`config.mk`:
```
export PLATFORM = sky130hd
export DESIGN_NAME = debounced_input_event_logger_top
export DESIGN_NICKNAME = d
export VERILOG_FILES = /design/src/diel_pkg.sv /design/src/diel_ctrl.sv /design/src/diel_datapath.sv /design/src/debounced_input_event_logger_top.sv
export SDC_FILE = /design/constraint.sdc
export NUM_CORES = 1
export LEC_CHECK = 0
export ABC_AREA = 1
export ABC_CLOCK_PERIOD_IN_PS = 12500
export BUFFER_PORTS_ARGS = -buffer_cell sky130_fd_sc_hd__buf_2
export CAP_MARGIN = 20
export CORE_MARGIN = 4
export CORE_UTILIZATION = 30
export DETAILED_ROUTE_END_ITERATION = 7
export PLACE_DENSITY = 0.47
export SETUP_SLACK_MARGIN = 0.4
export SLEW_MARGIN = 20
export SYNTH_ARGS = -nofsm -noshare
export SYNTH_HDL_FRONTEND = slang
export SYNTH_SLANG_ARGS = --single-unit
```
`constraint.sdc`:
```
create_clock -name clk -period 12.5 [get_ports clk]
set_input_delay 0.625 -clock clk [delete_from_list [all_inputs] [get_ports clk]]
set_output_delay 0.625 -clock clk [all_outputs]
set_load 0.05 [all_outputs]
```
`src/diel_pkg.sv`:
```
package diel_pkg;

    localparam int DEPTH      = 16;
    localparam int PTR_W      = $clog2(DEPTH);
    localparam int TICK_W     = 32;
    localparam int CNT_W      = 4;
    localparam int CFG_IDX_W  = 2;
    localparam int CFG_DATA_W = 32;

    // tdata layouts, padded to whole bytes
    localparam int IN_DATA_W  = ((TICK_W + 1 + 7) / 8) * 8;
    localparam int OUT_BITS   = 1 + TICK_W + 32 + CNT_W + 1;
    localparam int OUT_DATA_W = ((OUT_BITS + 7) / 8) * 8;

    localparam logic [31:0] DEBOUNCE_RST  = 32'd100;
    localparam logic [31:0] TICK_RATE_RST = 32'd1000;

    localparam logic [CFG_IDX_W-1:0] CFG_DEBOUNCE  = CFG_IDX_W'(0);
    localparam logic [CFG_IDX_W-1:0] CFG_TICK_RATE = CFG_IDX_W'(1);

    localparam logic OP_POLL      = 1'b0;
    localparam logic OP_REPORT    = 1'b1;
    localparam logic KIND_HEADER  = 1'b0;
    localparam logic KIND_EVENT   = 1'b1;

    typedef logic [PTR_W-1:0]  ptr_t;
    typedef logic [TICK_W-1:0] tick_t;

    typedef enum logic [1:0] {
        ST_IDLE  = 2'b01,
        ST_DRAIN = 2'b10
    } state_t;

    typedef struct packed {
        logic accept_poll;
        logic accept_report;
        logic load_event;
    } ctrl_cmd_t;

    typedef struct packed {
        logic slot_free;    // output register empty or being taken
        logic ring_empty;
        logic last_event;   // entry at read pointer is the newest one
    } dp_status_t;

    typedef struct packed {
        logic  level;
        tick_t tick;
    } event_t;

    function automatic ptr_t next_ptr(input ptr_t p);
        ptr_t r;
        if (p == ptr_t'(DEPTH - 1))
        begin
            r = '0;
        end
        else
        begin
            r = p + ptr_t'(1);
        end
        return r;
    endfunction

    function automatic ptr_t ring_count(input ptr_t wr, input ptr_t rd);
        logic [PTR_W:0] diff;
        if (wr >= rd)
        begin
            diff = {1'b0, wr} - {1'b0, rd};
        end
        else
        begin
            diff = {1'b0, wr} + (PTR_W+1)'(DEPTH) - {1'b0, rd};
        end
        return diff[PTR_W-1:0];
    endfunction

endpackage

```
`src/diel_ctrl.sv`:
```
module diel_ctrl
    import diel_pkg::*;
(
    input  logic       clk,
    input  logic       rst_n,
    input  logic       in_valid,
    input  logic       in_opcode,
    output logic       in_ready,
    input  dp_status_t status,
    output ctrl_cmd_t  cmd
);

    state_t state_reg;
    state_t state_next;
    logic   accept;

    always_comb
    begin
        in_ready       = (state_reg == ST_IDLE) && status.slot_free;
        accept         = in_valid && in_ready;
        cmd.accept_poll   = accept && (in_opcode == OP_POLL);
        cmd.accept_report = accept && (in_opcode == OP_REPORT);
        cmd.load_event    = (state_reg == ST_DRAIN) && status.slot_free;
        state_next     = state_reg;
        case (state_reg)
            ST_IDLE:
            begin
                if (cmd.accept_report && !status.ring_empty)
                begin
                    state_next = ST_DRAIN;
                end
            end
            ST_DRAIN:
            begin
                if (cmd.load_event && status.last_event)
                begin
                    state_next = ST_IDLE;
                end
            end
            default:
            begin
                state_next = ST_IDLE;
            end
        endcase
    end

    always_ff @(posedge clk or negedge rst_n)
    begin
        if (!rst_n)
        begin
            state_reg <= ST_IDLE;
        end
        else
        begin
            state_reg <= state_next;
        end
    end

`ifndef SYNTHESIS
    a_report_enters_drain: assert property (@(posedge clk) disable iff (!rst_n)
        (cmd.accept_report && !status.ring_empty) |=> (state_reg == ST_DRAIN))
        else $error("report with stored events did not start draining");

    a_no_accept_in_drain: assert property (@(posedge clk) disable iff (!rst_n)
        (state_reg == ST_DRAIN) |-> !(cmd.accept_poll || cmd.accept_report))
        else $error("item accepted while draining");

    a_state_onehot: assert property (@(posedge clk) disable iff (!rst_n)
        $onehot(state_reg))
        else $error("state register not one-hot");
`endif

endmodule

```
`src/diel_datapath.sv`:
```
module diel_datapath
    import diel_pkg::*;
(
    input  logic                  clk,
    input  logic                  rst_n,
    input  logic                  cfg_valid,
    input  logic [CFG_IDX_W-1:0]  cfg_index,
    input  logic [CFG_DATA_W-1:0] cfg_data,
    input  tick_t                 in_tick,
    input  logic                  in_pin,
    input  ctrl_cmd_t             cmd,
    output dp_status_t            status,
    output logic                  out_valid,
    input  logic                  out_ready,
    output logic [OUT_DATA_W-1:0] out_data,
    output logic                  out_kind,
    output logic                  out_last
);

    logic [31:0] debounce_reg;
    logic [31:0] tick_rate_reg;

    logic  level_reg;
    tick_t last_sample_reg;
    ptr_t  rd_ptr_reg;
    ptr_t  rd_ptr_next;
    ptr_t  wr_ptr_reg;
    logic  overflow_reg;

    event_t ring_mem [DEPTH];
    event_t rdata_reg;

    logic        out_valid_reg;
    logic        out_kind_reg;
    logic        out_level_reg;
    tick_t       out_tick_reg;
    logic [31:0] out_rate_reg;
    logic [CNT_W-1:0] out_count_reg;
    logic        out_ovf_reg;
    logic        out_last_reg;

    tick_t elapsed;
    logic  do_sample;
    logic  level_change;
    logic  ring_full;
    ptr_t  wr_inc;
    ptr_t  rd_inc;
    ptr_t  count;

    always_comb
    begin
        elapsed      = in_tick - last_sample_reg;
        do_sample    = elapsed >= debounce_reg;
        level_change = do_sample && (in_pin != level_reg);
        wr_inc       = next_ptr(wr_ptr_reg);
        rd_inc       = next_ptr(rd_ptr_reg);
        ring_full    = (wr_inc == rd_ptr_reg);
        count        = ring_count(wr_ptr_reg, rd_ptr_reg);
        rd_ptr_next  = cmd.load_event ? rd_inc : rd_ptr_reg;

        status.slot_free  = !out_valid_reg || out_ready;
        status.ring_empty = (wr_ptr_reg == rd_ptr_reg);
        status.last_event = (rd_inc == wr_ptr_reg);
    end

    // config registers
    always_ff @(posedge clk or negedge rst_n)
    begin
        if (!rst_n)
        begin
            debounce_reg  <= DEBOUNCE_RST;
            tick_rate_reg <= TICK_RATE_RST;
        end
        else if (cfg_valid)
        begin
            case (cfg_index)
                CFG_DEBOUNCE:  debounce_reg  <= cfg_data;
                CFG_TICK_RATE: tick_rate_reg <= cfg_data;
                default:       ;
            endcase
        end
    end

    // debounce state and ring pointers
    always_ff @(posedge clk or negedge rst_n)
    begin
        if (!rst_n)
        begin
            level_reg       <= 1'b0;
            last_sample_reg <= '0;
            rd_ptr_reg      <= '0;
            wr_ptr_reg      <= '0;
            overflow_reg    <= 1'b0;
        end
        else
        begin
            rd_ptr_reg <= rd_ptr_next;
            if (cmd.accept_poll && do_sample)
            begin
                last_sample_reg <= in_tick;
            end
            if (cmd.accept_poll && level_change)
            begin
                level_reg <= in_pin;
                if (ring_full)
                begin
                    overflow_reg <= 1'b1;
                end
                else
                begin
                    wr_ptr_reg <= wr_inc;
                end
            end
        end
    end

    // event store; read data always tracks the next read pointer
    always_ff @(posedge clk)
    begin
        if (cmd.accept_poll && level_change && !ring_full)
        begin
            ring_mem[wr_ptr_reg] <= '{level: in_pin, tick: in_tick};
        end
        rdata_reg <= ring_mem[rd_ptr_next];
    end

    // output register
    always_ff @(posedge clk or negedge rst_n)
    begin
        if (!rst_n)
        begin
            out_valid_reg <= 1'b0;
        end
        else if (cmd.accept_report || cmd.load_event)
        begin
            out_valid_reg <= 1'b1;
        end
        else if (out_ready)
        begin
            out_valid_reg <= 1'b0;
        end
    end

    always_ff @(posedge clk)
    begin
        if (cmd.accept_report)
        begin
            out_kind_reg  <= KIND_HEADER;
            out_level_reg <= level_reg;
            out_tick_reg  <= in_tick;
            out_rate_reg  <= tick_rate_reg;
            out_count_reg <= CNT_W'(count);
            out_ovf_reg   <= overflow_reg;
            out_last_reg  <= status.ring_empty;
        end
        else if (cmd.load_event)
        begin
            out_kind_reg  <= KIND_EVENT;
            out_level_reg <= rdata_reg.level;
            out_tick_reg  <= rdata_reg.tick;
            out_rate_reg  <= '0;
            out_count_reg <= '0;
            out_ovf_reg   <= overflow_reg;
            out_last_reg  <= status.last_event;
        end
    end

    assign out_valid = out_valid_reg;
    assign out_kind  = out_kind_reg;
    assign out_last  = out_last_reg;
    assign out_data  = {(OUT_DATA_W - OUT_BITS)'(0), out_ovf_reg, out_count_reg,
                        out_rate_reg, out_tick_reg, out_level_reg};

`ifndef SYNTHESIS
    a_no_pop_when_empty: assert property (@(posedge clk) disable iff (!rst_n)
        cmd.load_event |-> !status.ring_empty)
        else $error("event popped from empty ring");

    a_overflow_sticky: assert property (@(posedge clk) disable iff (!rst_n)
        !$fell(overflow_reg))
        else $error("overflow flag cleared");

    a_full_sets_overflow: assert property (@(posedge clk) disable iff (!rst_n)
        (cmd.accept_poll && level_change && ring_full) |=> overflow_reg)
        else $error("dropped event did not set overflow");
`endif

endmodule

```
`src/debounced_input_event_logger_top.sv`:
```
// Debounced input event logger.
// Input stream s_axis_*: one transfer is either a poll (tuser = 0) carrying the
// current tick and the raw pin level, or a report request (tuser = 1).
// A poll samples the pin once the debounce interval has passed since the last
// sample (tick difference taken modulo 2^32); a level change is stored with
// its tick in a 16-entry ring (15 usable). A change while full is dropped and
// the sticky overflow bit is set.
// A report gives a header record and then every stored event, oldest first,
// on m_axis_*; tlast marks the final record of the report.
// Timing: a poll gives no record; polls may arrive every cycle while the block
// is idle and the output register is free. A report's header is registered and
// shows up in the cycle after acceptance, followed by one event per cycle while
// the receiver takes them. No new item is taken until the last record of a
// report has been loaded into the output register.
// A receiver stall holds the output register and pauses the drain; a poll or
// report is taken only when the output register is free or being emptied.
// Config writes (cfg_*) are always accepted; index 0 = debounce interval,
// index 1 = ticks per second, other indexes ignored.
// Reset clears the debounce state, pointers and overflow flag, and loads the
// interval with 100 and the tick rate with 1000.
module debounced_input_event_logger_top
    import diel_pkg::*;
(
    input  logic                  clk,
    input  logic                  rst_n,

    input  logic                  cfg_valid,
    output logic                  cfg_ready,
    input  logic [CFG_IDX_W-1:0]  cfg_index,
    input  logic [CFG_DATA_W-1:0] cfg_data,

    input  logic                  s_axis_tvalid,
    output logic                  s_axis_tready,
    input  logic [IN_DATA_W-1:0]  s_axis_tdata,   // now_tick[31:0], pin_level[32]
    input  logic                  s_axis_tuser,   // opcode

    output logic                  m_axis_tvalid,
    input  logic                  m_axis_tready,
    output logic [OUT_DATA_W-1:0] m_axis_tdata,   // level[0], tick_value[32:1],
                                                  // rate_value[64:33],
                                                  // event_count[68:65],
                                                  // overflow[69]
    output logic                  m_axis_tuser,   // record_kind
    output logic                  m_axis_tlast    // last_record
);

    ctrl_cmd_t  cmd;
    dp_status_t status;

    // config is a plain register write, never stalls
    assign cfg_ready = 1'b1;

    diel_ctrl u_ctrl (
        .clk       (clk),
        .rst_n     (rst_n),
        .in_valid  (s_axis_tvalid),
        .in_opcode (s_axis_tuser),
        .in_ready  (s_axis_tready),
        .status    (status),
        .cmd       (cmd)
    );

    diel_datapath u_datapath (
        .clk       (clk),
        .rst_n     (rst_n),
        .cfg_valid (cfg_valid),
        .cfg_index (cfg_index),
        .cfg_data  (cfg_data),
        .in_tick   (s_axis_tdata[TICK_W-1:0]),
        .in_pin    (s_axis_tdata[TICK_W]),
        .cmd       (cmd),
        .status    (status),
        .out_valid (m_axis_tvalid),
        .out_ready (m_axis_tready),
        .out_data  (m_axis_tdata),
        .out_kind  (m_axis_tuser),
        .out_last  (m_axis_tlast)
    );

endmodule

```
==> impl_metrics.tcl, run 1 <==
set metrics [dict create \
    die_h_um 335 \
    grt_max_degree 197 \
    critPathLaunchType "primary input" \
    cts_root_buf "clkbuf_16" \
    grt_pass1_wl_mm 126 \
    synth_area_leaders "edfxtp_1 (56%), dfrtp_1 (7.7%), o21ai_0 (4.2%)" \
    core_region_area_sq_um 106000 \
    cp-end-kind "register" \
    die_w_um 335 \
    fmax_ghz 0.208 \
    clkTransAtPathRegs_ns 0.06 \
    synth-main-ff-cell "edfxtp_1" \
    io_pins 157 \
    drtIter0Drc 1289 \
    fin_crit_ns 4.80 \
    p_leak_nw 14.1 \
    synth.cells.most_frequent "edfxtp_1 (599), nand2_1 (325), inv_1 (322)" \
    cts_made_buffers 87 \
    drive_gt1_frac 0.131 \
    r2r-end "u_datapath.ring_mem[7][8]" \
    ctsResizeCount 0 \
    insertion_delay_ns 0.64 \
    p_seq_frac 0.355 \
    routed_wl_mm 83.4 \
    peakVddDrop_v 0.000234 \
    largest_reg_flops 528 \
    drcViolationCount 0 \
    r2r_setup_slack_ns 7.79 \
    cp.required_ns 12.75 \
    cts_tree "done" \
    fin_nets 3130 \
    fin_skew_ns 0.0275 \
    synth-async-reset-ratio 0.147 \
    final_max_slew_viol_count 0 \
    synth_top_area_share 0.561 \
    maxSlewHeadroom 0.282 \
    ys_seq_area_frac 0.668 \
    numPortBuffers 146 \
    antenna_left 0 \
    place_hpwl_mm 47.1 \
    p_comb_frac 0.353 \
    area_growth_pct 15.3 \
    grt_pass1_vias 20100 \
    tightest_slew_ns 1.08 \
    power-per-cell-area_nw_per_um2 231 \
    synth_top_area_cell "edfxtp_1" \
    antenna_found_initial 6 \
    total_power_mw 8.53 \
    avgRoutedWirePerCell_um 18.8 \
    startpoint "s_axis_tdata[0]" \
    ys_types 45 \
    yosys_warnings 0 \
    synth-seq-cells 742 \
    htree_num_levels 3 \
    intPower_mw 5.32 \
    cts_sinks 742 \
    cts_buffer_depth 3 \
    period_share 0.384 \
    firstDrtPassIters 5 \
    path_max_fanout 33 \
    syn_area_sq_um 32000 \
    status "finished clean" \
    grtUsageTotal 0.147 \
    maxCapViolations 0 \
    initial_core_util 0.303 \
    syn-instance-count 2844 \
    wl_met2_mm 38.8 \
    tns_ns 0 \
    met1Wirelength_mm 39.0 \
    synth.most_common_cell "edfxtp_1" \
    cts_hold_buf 0 \
    hold_path.class "primary input to asynchronous set/reset pin" \
    route.met3.wl_mm 3.91 \
    synth_enable_flop_cells 599 \
    reg2reg_depth 26 \
    pwr-share-clk 0.292 \
    fillers 10600 \
    crit_type "primary input to register" \
    highest_layer "met4" \
    design.die.area_sq_um 112000 \
    r2r_start "u_datapath.last_sample_reg[10]" \
    cts_setup_buffers 0 \
    avgViaCountPerCell 4.61 \
    vias 20500 \
    grt_overflow_total 0 \
    placementRows 119 \
    finalHoldViolCount 0 \
    rsz0062_at_grt "no" \
    gp_congestion 0.831 \
    avgSynthCellArea_sq_um 11.3 \
    switching_share 0.376 \
    switching_power_mw 3.21 \
    arrival_ns 5.05 \
    setup_viol 0 \
]
through the flow:
step	utilization	hold WS (ns)	instances	setup WS, ns	instance area, sq um
after floorplan	-	0.329	2845	6.58	32100
after global routing	0.349	0.0934	4438	7.29	36900
after detailed placement	0.323	0.434	4279	7.00	34100
after global placement	0.323	0.429	4279	7.04	34100
final	0.350	0.0586	4441	7.70	36900
after CTS	0.349	0.0454	4438	7.69	36900
layout make-up:
type | count | area [sq um] | share of cell area
Clock inverter | 42 | 368 | 0.00996
Tap cell | 1391 | 1740 | 0.0471
Timing Repair Buffer | 186 | 1050 | 0.0283
Clock buffer | 117 | 2450 | 0.0664
Antenna cell | 3 | 7.51 | 0.000203
Inverter | 334 | 1270 | 0.0343
Multi-Input combinational cell | 1626 | 8660 | 0.234
Sequential cell | 742 | 21400 | 0.579
cells in the final DEF (no fill, tap or decap), types with 4 or more instances in the layout:
| cell type | n |
|---|---|
| nor3_1 | 15 |
| clkbuf_16 | 90 |
| o21ai_1 | 173 |
| nand4_1 | 14 |
| edfxtp_1 | 599 |
| clkbuf_8 | 10 |
| clkinv_2 | 16 |
| inv_2 | 6 |
| clkinv_1 | 9 |
| nand2_1 | 323 |
| inv_1 | 322 |
| buf_4 | 40 |
| dfstp_2 | 10 |
| nor3_2 | 15 |
| dfxtp_1 | 34 |
| o21ai_0 | 271 |
| clkbuf_1 | 17 |
| o21a_1 | 6 |
| a21oi_1 | 132 |
| buf_2 | 145 |
| inv_6 | 5 |
| clkinv_4 | 5 |
| ha_1 | 71 |
| clkinvlp_4 | 4 |
| o211ai_1 | 105 |
| xor2_1 | 26 |
| bufinv_16 | 4 |
| nand3_1 | 91 |
| o21bai_1 | 5 |
| a21oi_2 | 30 |
| xnor2_1 | 8 |
| nor2_1 | 308 |
| dfrtp_1 | 99 |
power by group through the flow:
stage / clock network [mW] / logic, mW / registers [mW]
2_1_floorplan: 0 / 2.15 / 3.20
3_3_place_gp: 0 / 3.06 / 3.08
3_5_place_dp: 0 / 3.07 / 3.08
4_1_cts: 2.58 / 3.08 / 3.03
5_1_grt: 2.68 / 3.44 / 3.05
6_report: 2.49 / 3.01 / 3.03
worst max-delay path, cell delays in order:
cell,delay (ns)
buf_2,0.20
inv_1,0.26
ha_1,0.26
inv_1,0.10
fa_1,0.49
a21oi_1,0.29
o21ai_0,0.27
nand3_1,0.14
nand2_1,0.07
xor2_1,0.14
ha_1,0.27
nand2_1,0.06
nor2_1,0.14
nand2_1,0.10
nor3_1,0.14
nand2_1,0.07
clkinv_1,0.04
nand2_1,0.13
nand2_1,0.11
nand4_1,0.07
buf_4,0.26
nor3_2,0.13
buf_4,0.62
worst max path at each step:
stage / depth (start not counted) / end / slack [ns]
after floorplan: 21 / u_datapath.ring_mem[0][0] / 6.58
after global placement: 23 / u_datapath.ring_mem[7][2] / 7.04
after detailed placement: 23 / u_datapath.ring_mem[4][3] / 7.00
after CTS: 23 / u_datapath.ring_mem[7][8] / 7.69
after global routing: 26 / u_datapath.ring_mem[7][8] / 7.29
final: 23 / u_datapath.ring_mem[7][8] / 7.70
logic make-up (layout without fill, tap and decap cells):
logic type	Yosys count	in the layout	synth area share
AND/OR/NAND/NOR	781	781	0.0989
flip-flops	742	742	0.668
AO/OA/AOI/OAI	735	735	0.129
buffers and inverters	477	679	0.0659
adder cells (fa/ha/maj)	73	73	0.0290
XOR/XNOR	34	34	0.00929
other	2	6	0.000234
routing by layer:
metal | GRT usage | vias to the layer above
met5 | 0 | -
met4 | 0.0388 | 0
met3 | 0.0251 | 102
met2 | 0.242 | 369
met1 | 0.203 | 9834
li1 | - | 10200
Note: power is estimated with default switching activity, not from simulation.
==> inputs of run 2 (changes only) <==
Settings changed: ABC_CLOCK_PERIOD_IN_PS 12500 to 4600.
Clock period 12.5 ns to 4.6 ns, I/O delays scaled along.
==> impl_metrics.tcl, run 2 (same netlist as run 1, synthesis figures left out) <==
set metrics [dict create \
    status "finished clean" \
    grt_overflow_total 0 \
    numPortBuffers 146 \
    tightest_slew_ns 0.892 \
    htree_num_levels 3 \
    cts_sinks 742 \
    final_common_cell "edfxtp_1" \
    drive_gt1_frac 0.173 \
    holdPathEnd "u_datapath.ring_mem[15][3]" \
    core_region_area_sq_um 106000 \
    grtUsageTotal 0.161 \
    drcViolationCount 0 \
    routed_wl_mm 92.0 \
    cp.required_ns 4.95 \
    r2r-end "u_datapath.ring_mem[5][26]" \
    place_inst 4334 \
    fmax_ghz 0.249 \
    area_growth_pct 21.9 \
    p_leak_nw 14.9 \
    drtIter0Drc 1400 \
    clkTransAtPathRegs_ns 0.06 \
    layout.cells.most_common_list "edfxtp_1 (599), inv_1 (321), nand2_1 (304), nor2_1 (297), o21ai_0 (263)" \
    grt_pass1_wl_mm 135 \
    hold_path.class "primary input to register" \
    cts_tree "done" \
    avgRoutedWirePerCell_um 20.2 \
    critPathLaunchType "register" \
    peakVddDrop_v 0.000485 \
    die_w_um 335 \
    grt_pass1_vias 20700 \
    placementRows 119 \
    antenna_found_initial 15 \
    r2r_start "u_datapath.last_sample_reg[17]" \
    slowest_stage "ha_2" \
    period_share 0.873 \
    maxSlewHeadroom 0.406 \
    cts_buffer_depth 3 \
    fin_crit_ns 4.01 \
    cp-end-kind "register" \
    vias 21500 \
    io_pins 157 \
    tns_ns 0 \
    worst_hold_path.num_cells 2 \
    die_h_um 335 \
    largest_reg_flops 528 \
    worst_path_most_repeated_cell "nand2_1" \
    gp_congestion 0.813 \
    path_max_fanout 9 \
    cts_made_buffers 85 \
    fin_skew_ns 0.0259 \
    firstDrtPassIters 4 \
    cts_root_buf "clkbuf_16" \
    min_from "s_axis_tdata[3]" \
    initial_core_util 0.303 \
    grt_max_degree 152 \
    fin_nets 3244 \
    arrival_ns 4.36 \
    finalHoldViolCount 0 \
    final_max_slew_viol_count 0 \
    design.die.area_sq_um 112000 \
    crit_family "simple AND/OR/NAND/NOR gates" \
    avgViaCountPerCell 4.71 \
    insertion_delay_ns 0.65 \
    antenna_left 0 \
    place_hpwl_mm 56.5 \
    crit_path_max_incr_delay_ns 0.39 \
    r2r_setup_slack_ns 0.59 \
    reg2reg_depth 23 \
    rsz0062_at_grt "no" \
    maxCapViolations 0 \
    layout.cells.non_filler 4557 \
    setup_viol 0 \
    crit_buf_inv 8 \
    crit_type "register to register" \
    path_cells "inv_1 > ha_2 > nand2_1 > nor2_1 > inv_1 > nor3_1 > buf_4 > nand3_1 > nand2_1 > xor2_1 > ha_1 > nand4_1 > nor3_2 > nand2_1 > clkinv_1 > nand2_4 > nand2_2 > nand4_1 > buf_6 > buf_12 > nor3_4 > buf_12 > clkbuf_16" \
    power-per-cell-area_nw_per_um2 619 \
]
-- run 2: timing repair --
item	CTS	global route
buffers inserted	4	9
endpoints found under the hold margin	151	0
gates cloned	3	3
setup endpoints to repair	506	528
resized for setup	13	117
pin swaps	2	19
hold buffers	41	0
-- run 2: worst max-delay path by stage --
stage | start | endpoint | cells past startpoint
floorplan | u_datapath.last_sample_reg[0] | u_datapath.ring_mem[10][0] | 20
global placement | s_axis_tdata[0] | u_datapath.ring_mem[0][5] | 25
detailed placement | s_axis_tdata[0] | u_datapath.ring_mem[0][8] | 24
CTS | u_datapath.last_sample_reg[10] | u_datapath.ring_mem[11][4] | 28
global route | u_datapath.last_sample_reg[17] | u_datapath.ring_mem[5][26] | 25
finish | u_datapath.last_sample_reg[17] | u_datapath.ring_mem[5][26] | 23
-- run 2: per-stage QoR --
step | total power [mW] | setup slack (ns) | util | hold slack (ns) | instance area [sq um]
after floorplan | 14.6 | 0.0226 | - | -0.0656 | 32100
after global placement | 17.1 | 0.192 | 0.331 | 0.329 | 35000
after detailed placement | 17.1 | 0.196 | 0.331 | 0.320 | 35000
after CTS | 24.0 | 0.406 | 0.363 | 0.00494 | 38400
after global routing | 25.9 | 0.348 | 0.369 | 0.0753 | 39100
final | 24.2 | 0.586 | 0.369 | 0.0851 | 39100
-- run 2: power by group --
group | total [mW] | switching, mW | internal (mW)
clock | 6.71 | 2.74 | 3.97
sequential | 8.22 | 0.243 | 7.98
combinational | 9.25 | 6.24 | 3.01
total | 24.2 | 9.22 | 15.0
-- run 2: per-layer routing --
metal	global-route usage	vias up	part of all wire
met3	0.0277	116	0.050
met2	0.264	478	0.47
met4	0.0362	0	0.019
met5	0	-	0
li1	-	10400	-
met1	0.224	10500	0.46
-- run 2: cell type report --
class                           instances  area (sq um)
Clock buffer                          135          2460
Fill cell                           10400         66700
Sequential cell                       742         21400
Multi-Input combinational cell       1626          9260
Clock inverter                         25           323
Timing Repair Buffer                  302          2590
Tap cell                             1391          1740
Antenna cell                            2          5.00
Inverter                              334          1270
-- run 2: worst register-to-register path, cell delays in order, from the launching register on --
cell and delay [ns]:
dfrtp_1 0.33, inv_1 0.05, ha_2 0.39, nand2_1 0.15, nor2_1 0.13, inv_1 0.07
nor3_1 0.13, buf_4 0.16, nand3_1 0.13, nand2_1 0.11, xor2_1 0.24, ha_1 0.20
nand4_1 0.14, nor3_2 0.20, nand2_1 0.08, clkinv_1 0.07, nand2_4 0.07, nand2_2 0.06
nand4_1 0.08, buf_6 0.18, buf_12 0.15, nor3_4 0.28, buf_12 0.17, clkbuf_16 0.16
==> inputs of run 3 (changes only) <==
==> constraint.sdc (replaced) <==
create_clock -name clk -period 4.6 [get_ports clk]
set_input_delay 0.46 -clock clk [delete_from_list [all_inputs] [get_ports clk]]
set_output_delay 0.46 -clock clk [all_outputs]
set_load 0.05 [all_outputs]
==> impl_metrics.tcl, run 3 (same netlist as run 1, synthesis figures left out) <==
set metrics [dict create \
    peakVddDrop_v 0.000444 \
    switching_power_mw 9.34 \
    drive_gt1_frac 0.193 \
    initial_core_util 0.303 \
    fin_skew_ns 0.0347 \
    firstDrtPassIters 5 \
    antenna_left 0 \
    hold_path.class "primary input to register" \
    startpoint "u_datapath.last_sample_reg[0]" \
    largest_reg_flops 528 \
    pwr-share-clk 0.276 \
    finish.utilization 0.369 \
    cp.required_ns 4.94 \
    r2r_setup_slack_ns 0.60 \
    reg2reg_depth 25 \
    switching_share 0.383 \
    cts_root_buf "clkbuf_16" \
    tightest_slew_ns 0.877 \
    place_hpwl_mm 56.8 \
    final_max_slew_viol_count 0 \
    routed_wl_mm 93.1 \
    cp-end-kind "register" \
    grt_pass1_vias 21000 \
    drtIter0Drc 1669 \
    insertion_delay_ns 0.66 \
    r2r_start "u_datapath.last_sample_reg[0]" \
    fmax_ghz 0.250 \
    die_w_um 335 \
    core_region_area_sq_um 106000 \
    layout.cells.non_filler 4565 \
    gp_congestion 0.846 \
    crit_type "register to register" \
    finalHoldViolCount 0 \
    final_common_cell "edfxtp_1" \
    status "finished clean" \
    avgViaCountPerCell 4.71 \
    grtUsageTotal 0.163 \
    place_inst 4372 \
    clkTransAtPathRegs_ns 0.06 \
    fin_ws_ns 0.604 \
    fin_nets 3249 \
    p_comb_frac 0.388 \
    io_pins 157 \
    total_power_mw 24.4 \
    placementRows 119 \
    arrival_ns 4.34 \
    htree_num_levels 3 \
    numPortBuffers 146 \
    cts_made_buffers 88 \
    tns_ns 0 \
    setup_viol 0 \
    fillers 10500 \
    cts_tree "done" \
    p_leak_nw 15.0 \
    die_h_um 335 \
    maxCapViolations 0 \
    vias 21500 \
    cts_buffer_depth 3 \
    period_share 0.869 \
    grt_max_degree 121 \
    avgRoutedWirePerCell_um 20.4 \
    cts_sinks 742 \
    path_max_fanout 7 \
    design.die.area_sq_um 112000 \
    grt_overflow_total 0 \
    fin_crit_ns 4.00 \
    critPathLaunchType "register" \
    rsz0062_at_grt "yes" \
    layout.cells.most_common_list "edfxtp_1 (599), inv_1 (318), nand2_1 (304), nor2_1 (295), o21ai_0 (262)" \
    r2r-end "u_datapath.ring_mem[3][2]" \
    p_seq_frac 0.337 \
    intPower_mw 15.1 \
    antenna_found_initial 10 \
    dp_slack_ns 0.0303 \
    drcViolationCount 0 \
    area_growth_pct 21.9 \
    worstSetupEndpoint "u_datapath.ring_mem[3][2]" \
    grt_pass1_wl_mm 137 \
    power-per-cell-area_nw_per_um2 625 \
    maxSlewHeadroom 0.416 \
]
==> run 3: cell count changes in the layout (fill, tap and decap cells not counted), sizes merged <==
| cell | before | now |
|---|---|---|
| clkinv | 19 | 28 |
| bufinv | 5 | 2 |
| diode | 2 | 3 |
| clkbuf | 137 | 135 |
| inv | 333 | 335 |
| buf | 259 | 301 |
| dlygate4sd3 | 41 | 1 |
| clkinvlp | 2 | 1 |
==> run 3: power by group through the flow <==
stage,registers [mW],logic [mW],clock network [mW]
3_5_place_dp,8.35,8.96,0
6_report,8.22,9.46,6.73
5_1_grt,8.28,10.6,7.22
2_1_floorplan,8.70,5.91,0
4_1_cts,8.22,9.08,6.92
3_3_place_gp,8.35,8.93,0
==> run 3: per-stage QoR <==
| step | hold WS, ns | cell area (sq um) |
|---|---|---|
| final | 0.0603 | 39100 |
| after global routing | 0.0615 | 39100 |
| after CTS | 0.0145 | 38400 |
| after detailed placement | 0.429 | 35300 |
| after global placement | 0.423 | 35300 |
| after floorplan | 0.164 | 32200 |
==> run 3: cell type report <==
cell class,count,area (sq um),share of cell area
multi-input cells,1626,9300,0.238
well taps,1391,1740,0.0446
repair buffers,304,2530,0.0648
diodes,3,7.51,0.000192
flip-flops and latches,742,21400,0.548
clock buffers,133,2490,0.0638
inverters,334,1270,0.0324
clock inverters,32,319,0.00817
==> run 3: critical path, stage by stage, from the launching register on <==
cell,delay [ns]
dfrtp_1,0.35
ha_2,0.21
inv_2,0.06
fa_2,0.44
nand3_2,0.10
nand2_2,0.08
nand2_1,0.07
nand2_1,0.07
nand3_1,0.09
nand3_2,0.10
xor2_1,0.16
ha_1,0.28
nand2_1,0.06
nor2_2,0.14
nand2_2,0.09
buf_6,0.12
inv_2,0.04
a21oi_2,0.04
buf_4,0.14
nand2_2,0.05
nand4_1,0.08
buf_6,0.18
buf_12,0.14
nor3_4,0.23
buf_6,0.18
buf_12,0.15
==> run 3: worst min path at each step <==
stage,start,endpoint,slack (ns),cells after the start
finish,cfg_data[2],u_datapath.debounce_reg[2],0.06,3
global route,cfg_data[8],u_datapath.tick_rate_reg[8],0.06,3
CTS,cfg_data[2],u_datapath.debounce_reg[2],0.01,3
detailed placement,u_datapath.overflow_reg,u_datapath.out_ovf_reg,0.43,0
global placement,u_datapath.overflow_reg,u_datapath.out_ovf_reg,0.42,0
floorplan,rst_n,u_ctrl.state_reg[1],0.16,0
==> run 3: layer usage <==
layer | track usage | vias to the layer above | share of wire
li1 | - | 10400 | -
met5 | 0 | - | 0.00014
met2 | 0.264 | 484 | 0.46
met3 | 0.0329 | 114 | 0.053
met1 | 0.226 | 10500 | 0.46
met4 | 0.0376 | 2 | 0.019
==> run 3: timing repair <==
item                       4_1_cts  5_1_grt
hold buffers                     1        0
pin swaps                        4       33
setup buffers                    5       12
cloned                           4        2
resized for setup               18      112
setup endpoints to repair      346      554
hold endpoints to repair        44        0
